File: src/sv/lge_pkg.sv
// Shared types and constants of the life grid engine.
// Depends on nothing; every other file of the block uses it.
`default_nettype none

package lge_pkg;

  // Fixed widths of the beat fields.
  localparam int ROW_W   = 6;
  localparam int MODE_W  = 2;
  localparam int ALIVE_W = 13;
  localparam int GEN_W   = 32;

  // The reported live count saturates at this value.
  localparam logic [ALIVE_W-1:0] ALIVE_MAX = 13'h1fff;

  // Operation requested by an input beat.
  typedef enum logic [MODE_W-1:0] {
    MODE_TOGGLE = 2'd0,
    MODE_READ   = 2'd1,
    MODE_GEN    = 2'd2,
    MODE_CLEAR  = 2'd3
  } mode_t;

  // Datapath operation for the current cycle.
  typedef enum logic [3:0] {
    OP_NONE     = 4'd0,
    OP_ZERO_ROW = 4'd1,
    OP_G0       = 4'd2,
    OP_G1       = 4'd3,
    OP_G2       = 4'd4,
    OP_GLD      = 4'd5,
    OP_GCOL     = 4'd6,
    OP_GWR      = 4'd7,
    OP_RD       = 4'd8,
    OP_MOD      = 4'd9,
    OP_DONE     = 4'd10
  } dp_op_t;

  // Command from the controller to the datapath.
  typedef struct packed {
    dp_op_t op;
    logic   take;
  } cmd_t;

  // Status from the datapath to the controller.
  typedef struct packed {
    mode_t mode;
    logic  in_grid;
    logic  row_last;
    logic  gen_last;
    logic  col_last;
    logic  out_free;
  } status_t;

endpackage

`default_nettype wire

File: src/sv/lge_ctrl.sv
// Controller state machine of the life grid engine.
// Depends on lge_pkg for the command and status structs.
`default_nettype none

module lge_ctrl (
  input  wire logic             clk,
  input  wire logic             rst,
  input  wire logic             item_valid,
  output logic                  item_ready,
  input  wire lge_pkg::status_t st,
  output lge_pkg::cmd_t         cmd
);
  import lge_pkg::*;

  typedef enum logic [12:0] {
    S_INIT = 13'b0000000000001,
    S_IDLE = 13'b0000000000010,
    S_DISP = 13'b0000000000100,
    S_CLR  = 13'b0000000001000,
    S_G0   = 13'b0000000010000,
    S_G1   = 13'b0000000100000,
    S_G2   = 13'b0000001000000,
    S_GLD  = 13'b0000010000000,
    S_GCOL = 13'b0000100000000,
    S_GWR  = 13'b0001000000000,
    S_RD   = 13'b0010000000000,
    S_MOD  = 13'b0100000000000,
    S_DONE = 13'b1000000000000
  } state_t;

  state_t state;
  state_t state_next;

  // Items are taken only between operations; a waiting result does not block.
  assign item_ready = (state == S_IDLE);

  // Next state.
  always_comb begin
    state_next = state;
    unique case (state)
      S_INIT: if (st.row_last) state_next = S_IDLE;
      S_IDLE: if (cmd.take) state_next = S_DISP;
      S_DISP: begin
        unique case (st.mode)
          MODE_CLEAR: state_next = S_CLR;
          MODE_GEN:   state_next = S_G0;
          MODE_TOGGLE,
          MODE_READ:  state_next = st.in_grid ? S_RD : S_DONE;
        endcase
      end
      S_CLR:  if (st.row_last) state_next = S_DONE;
      S_G0:   state_next = S_G1;
      S_G1:   state_next = S_G2;
      S_G2:   state_next = S_GLD;
      S_GLD:  state_next = S_GCOL;
      S_GCOL: if (st.col_last) state_next = S_GWR;
      S_GWR: begin
        if (st.gen_last) begin
          state_next = st.in_grid ? S_RD : S_DONE;
        end else begin
          state_next = S_GLD;
        end
      end
      S_RD:   state_next = S_MOD;
      S_MOD:  state_next = S_DONE;
      S_DONE: if (st.out_free) state_next = S_IDLE;
      default: state_next = S_INIT;
    endcase
  end

  // Datapath operation for each state, and the accept strobe.
  always_comb begin
    cmd.take = item_valid && item_ready;
    unique case (state)
      S_INIT, S_CLR: cmd.op = OP_ZERO_ROW;
      S_G0:          cmd.op = OP_G0;
      S_G1:          cmd.op = OP_G1;
      S_G2:          cmd.op = OP_G2;
      S_GLD:         cmd.op = OP_GLD;
      S_GCOL:        cmd.op = OP_GCOL;
      S_GWR:         cmd.op = OP_GWR;
      S_RD:          cmd.op = OP_RD;
      S_MOD:         cmd.op = OP_MOD;
      S_DONE:        cmd.op = OP_DONE;
      default:       cmd.op = OP_NONE;
    endcase
  end

  // State register; reset starts the clearing pass.
  always_ff @(posedge clk) begin
    if (rst) begin
      state <= S_INIT;
    end else begin
      state <= state_next;
    end
  end

`ifndef SYNTHESIS
  // An accepted beat is always dispatched in the next cycle.
  a_take_disp: assert property (@(posedge clk) disable iff (rst)
    cmd.take |=> state == S_DISP)
    else $error("accepted beat not dispatched");

  // The last row of a generation leads to the final read or the result.
  a_gen_end: assert property (@(posedge clk) disable iff (rst)
    state == S_GWR && st.gen_last |=> state == S_RD || state == S_DONE)
    else $error("generation did not end properly");

  // The column sweep runs until its last column.
  a_col_sweep: assert property (@(posedge clk) disable iff (rst)
    state == S_GCOL && !st.col_last |=> state == S_GCOL)
    else $error("column sweep left early");
`endif

endmodule

`default_nettype wire

File: config.mk
export PLATFORM = sky130hd
export DESIGN_NAME = lge_ctrl
export DESIGN_NICKNAME = d
export VERILOG_FILES = /design/src/sv/lge_pkg.sv /design/src/sv/lge_ctrl.sv
export SDC_FILE = /design/constraint.sdc
export NUM_CORES = 1
export LEC_CHECK = 0
export ABC_AREA = 1
export BUFFER_PORTS_ARGS = -buffer_cell sky130_fd_sc_hd__buf_2
export CAP_MARGIN = 20
export CELL_PAD_IN_SITES_DETAIL_PLACEMENT = 0
export CELL_PAD_IN_SITES_GLOBAL_PLACEMENT = 2
export CORE_AREA = 2 2 57 59
export CTS_CLUSTER_SIZE = 28
export DETAILED_ROUTE_END_ITERATION = 10
export DIE_AREA = 0 0 59 61
export GPL_TIMING_DRIVEN = 1
export PLACE_DENSITY = 0.85
export SYNTH_ARGS = -nofsm -noshare
export SYNTH_HDL_FRONTEND = slang
export SYNTH_SLANG_ARGS = --single-unit
File: constraint.sdc
create_clock -name clk -period 4.08 [get_ports clk]
set_input_delay 0.816 -clock clk [delete_from_list [all_inputs] [get_ports clk]]
set_output_delay 0.816 -clock clk [all_outputs]
set_load 0.1 [all_outputs]
Word level (Yosys, flattened, before mapping)
Cells that the tools add are included.

word-level totals
  register bits after elaboration = 13
  bits in latches = 0
  RAM bits = 0
  memory bits (read-only) = 0
  input bits = 10
  output and inout bits = 6
  word-level logic and storage cells = 37
  memories kept = 0

cells by class
  add/subtract/negate cells = 0
  $mul = 0
  div/mod/pow operators = 0
  $lt $le $gt $ge = 0
  equal/unequal tests = 21
  shift-type cells = 0
  mux-type cells = 10
  bitwise operators = 0
  reduce and logical (&&, ||, !) cells = 5

operators with widths
  operator                                          number
  one-hot mux 13 bit (13 select lines)              1
  2-to-1 mux 13 bit                                 7
  one-hot mux 4 bit (10 select lines)               1
  one-hot mux 13 bit (3 select lines)               1
  == test 13 x 1 -> 1 bit (second input constant)   1
  == test 13 x 10 -> 1 bit (second input constant)  1
  == test 13 x 11 -> 1 bit (second input constant)  1
  == test 13 x 12 -> 1 bit (second input constant)  1
  == test 13 bit (second input constant)            1
  == test 13 x 2 -> 1 bit (second input constant)   1
  == test 13 x 3 -> 1 bit (second input constant)   1
  == test 13 x 4 -> 1 bit (second input constant)   1
  == test 13 x 5 -> 1 bit (second input constant)   1
  == test 13 x 6 -> 1 bit (second input constant)   1
  == test 13 x 7 -> 1 bit (second input constant)   1
  == test 13 x 8 -> 1 bit (second input constant)   1
  == test 13 x 9 -> 1 bit (second input constant)   1
  != test 2 bit (second input constant)             4
  AND reduction 5 bit                               1
  == test 2 bit (second input constant)             2
  OR reduction 2 bit                                2
  == test 2 x 1 -> 1 bit (second input constant)    1
  logical NOT 2 bit                                 1
  != test 2 x 1 -> 1 bit (second input constant)    1
  logical AND 1 bit                                 1

Longest topological paths before layout
  word-level depth = 4
  depth in mapped cells = 12
  mapped depth without buffers = 12

Worst setup path after synthesis
OpenSTA, ideal clock, no wires.

  path type = input to output
  start = in item_valid
  end = out cmd[0] in the netlist's numbering
  arrival time = 2.107 ns
  data required time = 3.264 ns
  path slack = 1.157 ns
  stages = 2
  path through = inv_1 > nor2_1

RTL lines
  what                line            RTL
  start: declaration  lge_ctrl.sv:8   input wire logic item_valid,
  end: declaration    lge_ctrl.sv:11  output lge_pkg::cmd_t cmd

==> results.txt <==
Status - completed
Sw Ratio - 52.6%
Critical Path AT - 1.91 ns
Total CTS buffers - 3
Largest register FFs - 13
Most common cell after layout, fill and taps aside - nand2_1
Skew-Pair Late Insertion Delay - 0.28 ns
Register bit total from synthesis - 13
Worst-margin pin slew - 0.496 ns
Final setup fails - 0
Sw Pwr - 273 uW
Maximum clock path buffer count - 2
Area contributors post-synth - dfxtp_1, nand2_1, nor2_1, inv_1, nand3_1
Largest net degree at the start of global routing - 13
DR vias - 889
Share of cells above drive strength 1 - 27.7%
Detailed Route WL - 2.23 mm
Crit Path Category - flip-flop to output port
Pwr Total - 519 uW
Final Hold Violating Endpoints - 0
Final Critical Period - 2.73 ns
Total GRT Usage - 14.6%
Filler cells - 353
Area of the core - 2950 um2
H-Tree Depth - 1
Die Height - 61 um
Die span in x - 59 um
Largest regs - state (13)
Post-DP HPWL - 1.84 mm
Leak - 0.536 nW
DR DRC count - 0
GP Congestion - 0.784
Io pins - 16
Vias in the first global route - 884
Max Clk Rate - 367 MHz
Initial antenna violation count - 0
Max transition margin - 67.2%
Synth Area per Inst - 6.45 um2
Setup Skew - 0.00562 ns
Crit Path Max Fanout - 12
VDD IR max - 0.150 mV
Count of cell types in the netlist - 24
Syn_nets - 148
Clk slew on worst S/H paths - 0.09 ns
PD cells - 510 nW/um2
Area growth syn-to-layout - 14.3%
Row cnt - 20
HP Class - flip-flop to flip-flop
First-pass GRT wire length - 3.86 mm
Post-route ant nets - 0
Critical path launch point type - flip-flop
Max Slew Vio Count - 0
Register Area - 260 um2
Final worst path period share - 66.9%
Diodes inserted - 0
Cts hold-fix bufs - 0
Comb power frac - 55.1%
Synthesized area - 890 um2
Resize count post-CTS - 0
Clock Root Buffer - clkbuf_4
Port Buf Inserts - 15
Internal - 246 uW
DR iter-0 viols - 18
Synth warn - 0
Clock power frac - 16.0%
Share of the synthesized area in the top cell type - 29.3%
Cell count after synthesis - 138
WP data required - 3.26 ns
Largest Register - state
Post-CTS setup buffer count - 0
DR vias/cell - 4.73
CTS tree - done
Die area - 3600 um2
Sequential power share - 28.9%
Leading area contributor after synthesis - dfxtp_1
Multi-input gate area - 547 um2
Nets - 166
Clk sink count - 13
Grt total ovfl - 0
Setup TNS - 0 ns
Critical Path End Type - output port
Starting Density - 30.1%
RSZ-0062 raised after global routing - false
Post-synthesis sequential area ratio - 29.3%
Max-cap violations - 0
Detailed-router iteration count before antenna repair - 4
Drt wl/cell - 11.8 um
Commonest non-fill, non-tap cells in the layout - nand2_1, nor2_1, inv_1, buf_2, dfxtp_1
## cell type report
type,count,share of cell area (%)
clock buffer,4,2.58
multi-input combinational,105,53.8
sequential,13,25.6
tap,33,4.06
inverter,18,6.64
timing repair buffer,15,7.38
## metrics by stage
step / instances / setup slack [ns] / hold slack (ns) / util (%) / instance area [um2]
6_report: 188 / 1.35 / 0.517 / 34.4 / 1020
4_1_cts: 188 / 1.34 / 0.522 / 34.4 / 1020
3_5_place_dp: 184 / 1.66 / 0.509 / 33.6 / 991
3_3_place_gp: 184 / 1.65 / 0.504 / 33.6 / 991
2_1_floorplan: 138 / 1.16 / 0.489 / - / 890
5_1_grt: 188 / 1.24 / 0.547 / 34.4 / 1020
## Yosys cell counts, drive strengths merged
cell    number
dfxtp       13
o211ai       1
nor3         1
nand2       40
nand4        5
o21ai        3
or2          1
nand3       11
nor2        34
nand3b       3
buf          2
nor4b        1
a21oi        5
inv         18
## path summary, 6_finish.rpt
check                           startpoint   endpoint  slack, ns  cells past startpoint
worst max-delay path              state[8]     cmd[1]       1.35                      8
worst min-delay path              state[3]   state[3]       0.52                      2
worst max register to register    state[8]  state[12]       2.45                     10
worst min register to register    state[3]   state[3]       0.52                      2
## power groups by stage
stage	registers, mW	clock network [mW]	logic (mW)
3_3_place_gp	0.153	0	0.289
3_5_place_dp	0.153	0	0.289
6_report	0.150	0.0829	0.286
2_1_floorplan	0.152	0	0.239
4_1_cts	0.150	0.0879	0.290
5_1_grt	0.152	0.0915	0.312
## cell families (layout without fill, tap and decap cells)
family | count (synthesis) | count (layout) | synth area share (%)
compound gates | 9 | 9 | 6.61
buf+inv | 20 | 37 | 9.28
flops | 13 | 13 | 29.3
simple gates | 96 | 96 | 54.9
## routing by layer
layer	vias to the layer above	GRT usage (%)	share of wire (%)
li1	471	-	-
met1	394	17.2	46
met2	22	25.7	48
met3	2	4.48	5.1
met4	0	3.90	0.85
met5	-	0	0
## critical path, stage by stage (launching register included)
cell and delay (ns):
dfxtp_1 0.33, nor2_2 0.17, nand2_2 0.09, nor2_4 0.25, nand2_1 0.15, nand2_1 0.09
inv_2 0.05, nand4_1 0.07, buf_2 0.42
Power figures use the tool's default switching activity.
